==> src/rtl/lru_way_replacement_unit_assert.svh <==
// ---------------------------------------------------------------------------
// LRU way replacement unit: assertion macros
// Clocked on i_clk, disabled while i_rst_n is low.
// ---------------------------------------------------------------------------
`ifndef LRU_WAY_REPLACEMENT_UNIT_ASSERT_SVH
`define LRU_WAY_REPLACEMENT_UNIT_ASSERT_SVH

// Same-cycle implication
`define LRU_ASSERT_NOW(label, ante, cons, msg) \
    label: assert property (@(posedge i_clk) disable iff (!i_rst_n) (ante) |-> (cons)) \
        else $error(msg);

// Next-cycle implication
`define LRU_ASSERT_NEXT(label, ante, cons, msg) \
    label: assert property (@(posedge i_clk) disable iff (!i_rst_n) (ante) |=> (cons)) \
        else $error(msg);

`endif

==> src/rtl/lru_pkg.sv <==
// ---------------------------------------------------------------------------
// lru_pkg
// Shared types and constants of the LRU way replacement unit.
// ---------------------------------------------------------------------------
package lru_pkg;

    // Ways of one set and derived widths
    localparam int WAYS    = 8;
    localparam int IDX_W   = $clog2(WAYS);
    localparam int WAY_W   = 3;
    localparam int COUNT_W = 4;
    localparam int REQ_W   = 2;
    localparam int STAT_W  = 2;

    typedef logic [WAY_W-1:0]   t_way;
    typedef logic [COUNT_W-1:0] t_count;

    // Request codes
    typedef enum logic [REQ_W-1:0] {
        REQ_HIT    = 2'd0,
        REQ_FILL   = 2'd1,
        REQ_VICTIM = 2'd2,
        REQ_NONE   = 2'd3
    } t_req;

    // Result status codes
    typedef enum logic [STAT_W-1:0] {
        ST_OK       = 2'd0,
        ST_EMPTY    = 2'd1,
        ST_NOT_HELD = 2'd2,
        ST_FULL     = 2'd3
    } t_status;

    // Commands from the controller to the datapath
    typedef struct packed {
        logic load_req;   // capture the incoming item
        logic exec;       // apply the captured item and load the result
    } t_cmd;

endpackage

==> src/rtl/lru_ctrl.sv <==
// ---------------------------------------------------------------------------
// lru_ctrl
// Sequencer: takes one item, runs it through the datapath, owns output valid.
// ---------------------------------------------------------------------------
module lru_ctrl (
    input  logic          i_clk,
    input  logic          i_rst_n,
    input  logic          i_s_tvalid,
    output logic          o_s_tready,
    output logic          o_m_tvalid,
    input  logic          i_m_tready,
    output lru_pkg::t_cmd o_cmd
);
    import lru_pkg::*;

    typedef enum logic {
        S_IDLE,
        S_EXEC
    } t_state;

    t_state r_state;
    t_state n_state;
    logic   r_out_valid;
    logic   n_out_valid;
    logic   w_out_free;

    // Result slot is free when empty or being taken this cycle
    assign w_out_free   = !r_out_valid || i_m_tready;
    assign o_s_tready   = (r_state == S_IDLE);
    assign o_m_tvalid   = r_out_valid;
    assign o_cmd.load_req = i_s_tvalid && (r_state == S_IDLE);
    assign o_cmd.exec     = (r_state == S_EXEC) && w_out_free;

    // Next state and output valid
    always_comb begin
        n_state     = r_state;
        n_out_valid = r_out_valid;
        if (r_out_valid && i_m_tready) begin
            n_out_valid = 1'b0;
        end
        unique case (r_state)
            S_IDLE: begin
                if (i_s_tvalid) begin
                    n_state = S_EXEC;
                end
            end
            S_EXEC: begin
                if (w_out_free) begin
                    n_state     = S_IDLE;
                    n_out_valid = 1'b1;
                end
            end
            default: n_state = S_IDLE;
        endcase
    end

    always_ff @(posedge i_clk) begin
        if (!i_rst_n) begin
            r_state     <= S_IDLE;
            r_out_valid <= 1'b0;
        end else begin
            r_state     <= n_state;
            r_out_valid <= n_out_valid;
        end
    end

endmodule

==> src/rtl/lru_dp.sv <==
// ---------------------------------------------------------------------------
// lru_dp
// Recency list, held count, request capture and result registers.
// ---------------------------------------------------------------------------
module lru_dp (
    input  logic             i_clk,
    input  logic             i_rst_n,
    input  lru_pkg::t_cmd    i_cmd,
    input  lru_pkg::t_req    i_req_type,
    input  lru_pkg::t_way    i_way,
    output lru_pkg::t_way    o_victim_way,
    output lru_pkg::t_status o_status,
    output lru_pkg::t_count  o_occupancy
);
    import lru_pkg::*;

    // Captured request
    t_req    r_req;
    t_way    r_way;

    // List state, position 0 is MRU
    t_way    r_order [WAYS];
    t_way    n_order [WAYS];
    t_count  r_count;
    t_count  n_count;

    // Result registers
    t_way    r_victim;
    t_way    n_victim;
    t_status r_status;
    t_status n_status;

    logic [WAYS-1:0]  w_match;
    logic             w_found;
    t_count           w_pos;
    t_count           w_upto;
    logic             w_shift;
    logic             w_way_ok;
    t_count           w_last;
    t_way             w_shifted [WAYS];

    // Compare every held entry against the request way
    always_comb begin
        for (int i = 0; i < WAYS; i++) begin
            w_match[i] = (COUNT_W'(i) < r_count) && (r_order[i] == r_way);
        end
    end

    // Position of the matching entry, first one wins
    always_comb begin
        w_pos = '0;
        for (int i = WAYS - 1; i >= 0; i--) begin
            if (w_match[i]) begin
                w_pos = COUNT_W'(i);
            end
        end
    end

    assign w_found  = |w_match;
    assign w_way_ok = ({1'b0, r_way} < (WAY_W+1)'(WAYS));
    assign w_last   = r_count - COUNT_W'(1);

    // Move entries below w_upto down one slot, request way to the front
    always_comb begin
        w_shifted[0] = r_way;
        for (int i = 1; i < WAYS; i++) begin
            w_shifted[i] = (COUNT_W'(i) <= w_upto) ? r_order[i-1] : r_order[i];
        end
    end

    // Request decode and update
    always_comb begin
        n_count  = r_count;
        n_victim = '0;
        n_status = ST_OK;
        w_shift  = 1'b0;
        w_upto   = w_pos;
        unique case (r_req)
            REQ_HIT: begin
                if (w_found) begin
                    w_shift = 1'b1;
                end else begin
                    n_status = ST_NOT_HELD;
                end
            end
            REQ_FILL: begin
                if (!w_way_ok) begin
                    n_status = ST_NOT_HELD;
                end else if (w_found) begin
                    w_shift = 1'b1;
                end else if (r_count >= COUNT_W'(WAYS)) begin
                    n_status = ST_FULL;
                end else begin
                    w_shift = 1'b1;
                    w_upto  = r_count;
                    n_count = r_count + COUNT_W'(1);
                end
            end
            REQ_VICTIM: begin
                if (r_count == '0) begin
                    n_status = ST_EMPTY;
                end else begin
                    n_victim = r_order[w_last[IDX_W-1:0]];
                    n_count  = w_last;
                end
            end
            default: begin
                n_status = ST_OK;
            end
        endcase
    end

    // Next list contents
    always_comb begin
        for (int i = 0; i < WAYS; i++) begin
            n_order[i] = w_shift ? w_shifted[i] : r_order[i];
        end
    end

    // Held count
    always_ff @(posedge i_clk) begin
        if (!i_rst_n) begin
            r_count <= '0;
        end else if (i_cmd.exec) begin
            r_count <= n_count;
        end
    end

    // Payload registers
    always_ff @(posedge i_clk) begin
        if (i_cmd.load_req) begin
            r_req <= i_req_type;
            r_way <= i_way;
        end
        if (i_cmd.exec) begin
            r_order  <= n_order;
            r_victim <= n_victim;
            r_status <= n_status;
        end
    end

    assign o_victim_way = r_victim;
    assign o_status     = r_status;
    assign o_occupancy  = r_count;

endmodule

==> src/rtl/lru_way_replacement_unit.sv <==
// ---------------------------------------------------------------------------
// lru_way_replacement_unit
// True LRU replacement policy for the ways of one cache set.
// ---------------------------------------------------------------------------
// Usage:
//   Slave channel carries one request item: tuser holds the request kind
//   (hit update, fill after miss, take victim), tdata the way index.
//   Master channel returns one result item per request: the victim way,
//   the held count after the request (tdata) and a status code (tuser).
//   Each item is captured while the sequencer is idle; the recency list
//   is then compared, shifted and written in the update step, which also
//   registers the result. No new item is taken during the update step.
//   The result register lets the next item be taken while a result waits;
//   if the receiver stalls, that item parks in the update step until the
//   result register is free, and the slave side then stops accepting.
//   Reset empties the list (held count zero) and drops any pending result;
//   list entries are not cleared, only the held ones are ever looked at.
//   A failed request leaves the list untouched and reports its status.
// ---------------------------------------------------------------------------
module lru_way_replacement_unit (
    input  logic       i_clk,
    input  logic       i_rst_n,
    // Request channel
    input  logic       i_s_tvalid,
    output logic       o_s_tready,
    input  logic [7:0] i_s_tdata,   // [2:0] way, [7:3] zero
    input  logic [1:0] i_s_tuser,   // [1:0] req_type
    // Result channel
    output logic       o_m_tvalid,
    input  logic       i_m_tready,
    output logic [7:0] o_m_tdata,   // [2:0] victim_way, [6:3] occupancy, [7] zero
    output logic [1:0] o_m_tuser    // [1:0] status
);
    import lru_pkg::*;

    t_cmd    w_cmd;
    t_way    w_victim;
    t_status w_status;
    t_count  w_occ;

    // Sequencer
    lru_ctrl u_ctrl (
        .i_clk      (i_clk),
        .i_rst_n    (i_rst_n),
        .i_s_tvalid (i_s_tvalid),
        .o_s_tready (o_s_tready),
        .o_m_tvalid (o_m_tvalid),
        .i_m_tready (i_m_tready),
        .o_cmd      (w_cmd)
    );

    // Recency list datapath
    lru_dp u_dp (
        .i_clk        (i_clk),
        .i_rst_n      (i_rst_n),
        .i_cmd        (w_cmd),
        .i_req_type   (t_req'(i_s_tuser)),
        .i_way        (i_s_tdata[WAY_W-1:0]),
        .o_victim_way (w_victim),
        .o_status     (w_status),
        .o_occupancy  (w_occ)
    );

    // Pack result item
    assign o_m_tdata = {1'b0, w_occ, w_victim};
    assign o_m_tuser = w_status;

    `include "lru_way_replacement_unit_assert.svh"

    // Accepted item blocks the slave side during its update step
    `LRU_ASSERT_NEXT(a_busy_after_accept, i_s_tvalid && o_s_tready,
        !o_s_tready, "accepted item did not block intake")
    // Held count never above the set size
    `LRU_ASSERT_NOW(a_occ_bound, o_m_tvalid,
        o_m_tdata[6:3] <= COUNT_W'(WAYS), "occupancy above way count")
    // Failed request reports no victim
    `LRU_ASSERT_NOW(a_no_victim_on_err, o_m_tvalid && (o_m_tuser != ST_OK),
        o_m_tdata[2:0] == '0, "victim on failed request")

endmodule

==> config.mk <==
export PLATFORM = sky130hd
export DESIGN_NAME = lru_way_replacement_unit
export DESIGN_NICKNAME = d
export VERILOG_FILES = /design/src/rtl/lru_pkg.sv /design/src/rtl/lru_ctrl.sv /design/src/rtl/lru_dp.sv /design/src/rtl/lru_way_replacement_unit.sv
export VERILOG_INCLUDE_DIRS = /design/src /design/src/rtl
export SDC_FILE = /design/constraint.sdc
export NUM_CORES = 1
export LEC_CHECK = 0
export ABC_CLOCK_PERIOD_IN_PS = 3900
export BUFFER_PORTS_ARGS = -buffer_cell sky130_fd_sc_hd__buf_2
export CAP_MARGIN = 20
export CORE_ASPECT_RATIO = 1.1
export CORE_MARGIN = 2
export CORE_UTILIZATION = 58
export DETAILED_ROUTE_END_ITERATION = 12
export GPL_ROUTABILITY_DRIVEN = 0
export PLACE_DENSITY_LB_ADDON = 0.12
export SYNTH_ARGS = -nofsm -noshare
export SYNTH_HDL_FRONTEND = slang
export SYNTH_HIERARCHICAL = 1
export SYNTH_SLANG_ARGS = --single-unit
==> constraint.sdc <==
create_clock -name i_clk -period 3.9 [get_ports i_clk]
set_clock_uncertainty 0.1 [all_clocks]
set_input_delay 0.195 -clock i_clk [delete_from_list [all_inputs] [get_ports i_clk]]
set_output_delay 0.195 -clock i_clk [all_outputs]
set_load 0.01 [all_outputs]
==> impl_metrics.csv, run 1 <==
group,metric,value,unit
pwr,powerDensity,323,mW/mm2
route,wl_met3,278,um
synth,post-synth-top-area-cell,"edfxtp_1",
critical_path,crit_buf_inv,1,
clocking,cts_buffer_depth,2,
finish,antenna_cells,0,
synth,yosys_warnings,6,
critical_path,slowest_stage,"dfxtp_1",
finish,drive_gt1_share,25.7,%
critical_path,timing.critical_path.from,"u_dp/o_occupancy[0]",
synth,synth_cell_types,53,
synth,yosys.cell_count.top_type,"edfxtp_1",
critical_path,crit_arrival,3.20,ns
critical_path,path_max_fanout,14,
sta,period_share,86.6,%
route,final_antenna_net_count,0,
synth,synth.avg_cell_area,12.7,um2
global_routing,grt-ovfl-total,0,
critical_path,crit_chain,"inv_1, ha_1, or2_1, a2111oi_4, nor3_1, a31oi_1, a221oi_1, a211oi_1",
synth,yosysSeqAreaShare,48.5,%
sta,relSlewSlack,55.8,%
global_routing,grt_pass1_wl,7650,um
synth,netlist_instances,185,
synth,async_reset_ff_share,0,%
synth,synthesis.area,0.00235,mm2
clocking,cts.sinks,40,
sta,period_needed,3.38,ns
floorplanning,start_util,59.9,%
clocking,cts_inserted_buffers,5,
synth,ys_top_cells_by_area,"edfxtp_1, xor2_1, mux4_2",
critical_path,worstPathRequired,3.72,ns
route,via_count,1579,
critical_path,cp-end-kind,"flip-flop",
pwr,p_leak,0.886,nW
pwr,power,0.831,mW
placed_design,place.port_buffers,19,
floorplanning,pin_count,26,
route,first_iter_violations,132,
route,routed_wl,4500,um
floorplanning,die_area,0.00459,mm2
sta,finalSetupViolCount,0,
route,avgRoutedWirePerCell,17.4,um
sta,max_freq,296,MHz
critical_path,r2r_start,"u_dp/o_occupancy[0]",
placed_design,dpl.hpwl,3410,um
synth,synth_edf_count,34,
global_routing,grt_util_all_layers,21.9,%
route,drt-met1-wl,1750,um
global_routing,grt_pass1_vias,1597,
critical_path,path_class,"flip-flop to flip-flop",
sta,slew_viol_final,0,
synth,ys.flop_type,"edfxtp_1",
worst_hold_path,hold_class,"primary input to flip-flop",
route,first_pass_iters,4,
critical_path,critPathTopFamily,"compound AO/OA/AOI/OAI gates",
pwr,ir_drop,0.260,mV
floorplanning,row_count,24,
clocking,root_buffer,"clkbuf_8",
clocking,cts_tree,"done",
route,wl_met2,2360,um
synth,ys_seq_elements,40,
floorplanning,core-area,0.00393,mm2
global_routing,grt_max_degree,21,
floorplanning,die_x,64.8,um
run,drv_cap,0,
global_routing,antenna_found_initial,0,
synth,synthTopCellsByCount,"edfxtp_1, xor2_1, inv_1, nor2_1, nand2_1",
clocking,h-tree-depth,2,
clocking,clk_latency,0.29,ns
synth,post-synth-top-area-fraction,43.4,%
critical_path,start_kind,"flip-flop",
finish,nets,223,
sta,rsz0062_at_grt,"false",
finish,fill_cells,311,
route,remaining_drc_errors,0,
route,viasPerCell,6.12,
finish,areaGrowthSynthToFinish,9.14,%
floorplanning,die_y,70.8,um
sta,timing.setup.tns,0,ns
synth,synth_nets,202,
critical_path,cpPeakStageDelay,0.57,ns
outcome,status,"finished clean",
worst_hold_path,min_from,"i_rst_n",
clocking,clk_pin_slew,0.07,ns
sta,hold_viol_final,0,
route,highest_layer,"met4",
sta,worstMarginPinSlew,0.661,ns
metal layers:
metal | vias up | global-route usage [%]
li1 | 736 | -
met1 | 764 | 26.9
met2 | 69 | 38.3
met3 | 10 | 4.61
met4 | 0 | 7.57
met5 | - | 0
kinds of logic (layout without fill, tap and decap cells):
kind of cell	count (synthesis)	in the layout	share of synthesized area (%)
buf+inv	20	41	4.99
other cells	1	1	0.159
mux	10	10	7.44
xor+xnor	26	26	9.67
flops	40	40	48.5
compound gates	34	34	13.0
fa+ha+maj	3	3	1.59
simple gates	51	51	14.7
sequential cells by signal (all words and copies together), names as in the netlist:
register           flops
u_dp/o_status          2
u_dp/o_victim_way      3
u_ctrl/o_m_tvalid      1
u_dp/r_way             3
u_dp/r_order          24
u_ctrl/r_state         1
u_dp/r_req             2
u_dp/o_occupancy       4
cell usage in the layout, fill, tap and decap left out, types with 7 or more instances in the layout:
cell,n
inv_1,8
nand2_1,7
edfxtp_1,34
nor2_1,8
xor2_1,21
buf_2,19
worst reg2reg max path, cell delays in order (launching register included):
cell and delay [ns]:
dfxtp_1 0.57, inv_1 0.09, ha_1 0.40, or2_1 0.35, a2111oi_4 0.55, nor3_1 0.09, a31oi_1 0.27, a221oi_1 0.13
a211oi_1 0.48
final timing paths:
kind | endpoint | slack [ns] | cells after the start
max | u_dp/r_order[12] | 0.52 | 8
min | u_ctrl/r_state | 0.08 | 2
max reg2reg | u_dp/r_order[12] | 0.52 | 8
min reg2reg | u_dp/r_order[15] | 0.40 | 0
metrics by stage:
| step | hold WS (ns) | utilization [%] | worst slack (ns) | instance area, um2 | std cells |
|---|---|---|---|---|---|
| 2_1_floorplan | 0.194 | - | 0.865 | 2350 | 185 |
| 3_3_place_gp | 0.272 | 62.0 | 0.654 | 2440 | 246 |
| 3_5_place_dp | 0.273 | 62.0 | 0.576 | 2440 | 246 |
| 4_1_cts | 0.0778 | 65.3 | 0.543 | 2570 | 258 |
| 5_1_grt | 0.0878 | 65.3 | 0.249 | 2570 | 258 |
| 6_report | 0.0770 | 65.3 | 0.521 | 2570 | 258 |
final cells by class:
type | count | area (um2) | area share (%)
tap | 52 | 65.1 | 2.53
multi-input combinational | 125 | 1100 | 42.6
inverter | 9 | 33.8 | 1.31
sequential | 40 | 1140 | 44.4
clock inverter | 2 | 12.5 | 0.487
clock buffer | 5 | 68.8 | 2.68
timing repair buffer | 25 | 153 | 5.94
report_power, final:
group          leakage (nW)  total (mW)  switching (mW)  internal [mW]
registers             0.361       0.485          0.0154          0.470
logic                 0.484      0.0924          0.0496         0.0427
clock network        0.0400       0.254           0.133          0.121
timing repair:
item / CTS / global route
gates resized for setup: 0 / 0
setup endpoints to repair: 0 / 0
hold buffers: 5 / 0
buffers inserted: 0 / 0
hold endpoints to repair: 5 / 0
(Power assumes the default switching activity.)
==> run 2, diff against run 1 <==
--- a/config.mk
+++ b/config.mk
@@ -14,7 +14,9 @@
 export CORE_UTILIZATION = 58
 export DETAILED_ROUTE_END_ITERATION = 12
 export GPL_ROUTABILITY_DRIVEN = 0
+export GPL_TIMING_DRIVEN = 0
 export PLACE_DENSITY_LB_ADDON = 0.12
+export SLEW_MARGIN = 15
 export SYNTH_ARGS = -nofsm -noshare
 export SYNTH_HDL_FRONTEND = slang
 export SYNTH_HIERARCHICAL = 1
==> run 2 against run 1 <==
Compared with the run above: worst hold slack better by 0.0044 ns; register-to-register slack got worse by 0.10 ns; clock power about the same; count of clock-buffer cells in the layout grew 1; largest power group unchanged; combinational power increased by 17%; sequential share of layout area fell by 1.2 points; non-clock buffer count increased by 10; design area grew 2.8%; first-iteration DRC count decreased by 8.3%; wire length is 5.3% higher.
==> impl_metrics.csv, run 2 (synthesized netlist as in run 1, its figures left out) <==
group,metric,value,unit
critical_path,path_class,"flip-flop to flip-flop",
floorplanning,pin_count,26,
route,wl_met3,239,um
finish,antenna_cells,0,
clocking,clk_pin_slew,0.07,ns
pwr,powerDensity,317,mW/mm2
floorplanning,die_y,70.8,um
global_routing,grt_pass1_vias,1589,
floorplanning,die_area,0.00459,mm2
clocking,cts_inserted_buffers,5,
sta,timing.setup.tns,0,ns
route,avgRoutedWirePerCell,17.7,um
global_routing,grt_pass1_wl,7620,um
worst_hold_path,min_to,"u_ctrl/r_state",
pwr,p_leak,0.928,nW
critical_path,r2r_slack,0.42,ns
route,drt-met1-wl,1830,um
finish,final_common_cell,"edfxtp_1",
sta,relSlewSlack,57.5,%
finish,fin_util,67.2,%
critical_path,r2r_cells,9,
critical_path,crit_buf_inv,2,
outcome,status,"finished clean",
route,remaining_drc_errors,0,
run,drv_cap,0,
sta,period_share,89.2,%
finish,drive_gt1_share,26.9,%
sta,worst_slack,0.420,ns
sta,rsz0062_at_grt,"false",
clocking,root_buffer,"clkbuf_8",
global_routing,grt_max_degree,12,
worst_hold_path,min_from,"i_rst_n",
critical_path,crit_arrival,3.31,ns
sta,max_freq,287,MHz
sta,finalSetupViolCount,0,
critical_path,start_kind,"flip-flop",
finish,largest_register_ffs,24,
critical_path,path_depth,9,
route,wl_met2,2540,um
clocking,h-tree-depth,2,
critical_path,critPathTopFamily,"compound AO/OA/AOI/OAI gates",
sta,slew_viol_final,0,
finish,areaGrowthSynthToFinish,12.2,%
floorplanning,start_util,59.9,%
route,first_pass_iters,4,
global_routing,antenna_found_initial,0,
critical_path,worstPathRequired,3.73,ns
critical_path,slowest_stage,"a2111oi_4",
floorplanning,die_x,64.8,um
pwr,ir_drop,0.244,mV
clocking,cts_tree,"done",
sta,period_needed,3.48,ns
route,highest_layer,"met4",
global_routing,grt-ovfl-total,0,
sta,holdWs,0.0814,ns
clocking,cts.sinks,40,
route,routed_wl,4740,um
placed_design,place.port_buffers,19,
clocking,clk_latency,0.29,ns
route,final_antenna_net_count,0,
finish,nets,233,
route,via_count,1606,
finish,final_cell_mix,"edfxtp_1, xor2_1, buf_2, inv_1, nor2_1",
finish,top_register,"u_dp/r_order",
critical_path,path_max_fanout,10,
route,first_iter_violations,121,
critical_path,crit_chain,"buf_2, inv_1, ha_1, or2_1, a2111oi_4, nor3_1, a31oi_1, a221oi_1, a211oi_1",
placed_design,pre_cts_slack,0.417,ns
global_routing,grt_util_all_layers,22.5,%
floorplanning,core-area,0.00393,mm2
clocking,cts_buffer_depth,2,
placed_design,dpl.hpwl,3650,um
critical_path,r2r_start,"u_dp/o_occupancy[0]",
worst_hold_path,whs_path_depth,2,
worst_hold_path,hold_class,"primary input to flip-flop",
critical_path,cp-end-kind,"flip-flop",
sta,worstMarginPinSlew,0.633,ns
floorplanning,row_count,24,
sta,hold_viol_final,0,
critical_path,cpPeakStageDelay,0.52,ns
critical_path,rr_endpoint,"u_dp/r_order[14]",
route,viasPerCell,5.99,
run 2: cell count changes in the layout (fill, tap and decap cells not counted):
cell        delta
buf_1          +2
buf_2          +1
buf_6          +5
clkbuf_1       +3
clkinvlp_4     -1
run 2: worst max path at each step:
stage                             start                to  slack, ns
floorplan           u_dp/o_occupancy[0]  u_dp/r_order[12]       0.87
global placement    u_dp/o_occupancy[0]  u_dp/r_order[12]       0.53
detailed placement  u_dp/o_occupancy[0]  u_dp/r_order[14]       0.42
CTS                 u_dp/o_occupancy[0]  u_dp/r_order[14]       0.41
global route        u_dp/o_occupancy[0]   u_dp/r_order[1]       0.26
finish              u_dp/o_occupancy[0]  u_dp/r_order[14]       0.42
run 2: cell type report:
class	count	area (um2)
Multi-Input combinational cell	125	1100
Sequential cell	40	1140
Fill cell	290	1290
Clock inverter	1	5.00
Buffer	11	83.8
Inverter	9	33.8
Clock buffer	6	72.6
Timing Repair Buffer	24	145
Tap cell	52	65.1
run 2: per-stage QoR:
stage / area, um2 / total power [mW] / cells
finish: 2640 / 0.837 / 268
global route: 2640 / 0.867 / 268
CTS: 2640 / 0.843 / 268
detailed placement: 2510 / 0.590 / 256
global placement: 2510 / 0.586 / 256
floorplan: 2350 / 0.563 / 185
run 2: repair_timing:
item,4_1_cts,5_1_grt
hold buffers,5,0
buffers inserted,0,0
gates resized for setup,0,0
hold endpoints to repair,5,0
run 2: power breakdown:
group / internal, mW / switching (mW) / leakage (nW)
combinational: 0.0473 / 0.0607 / 0.525
clock: 0.121 / 0.130 / 0.0410
sequential: 0.470 / 0.00753 / 0.361
run 2: per-layer routing:
metal  track usage [%]  vias to the layer above
li1                  -                      758
met2              40.1                       62
met3              5.09                       13
met4              10.2                        0
met5                 0                        -
met1              25.5                      773
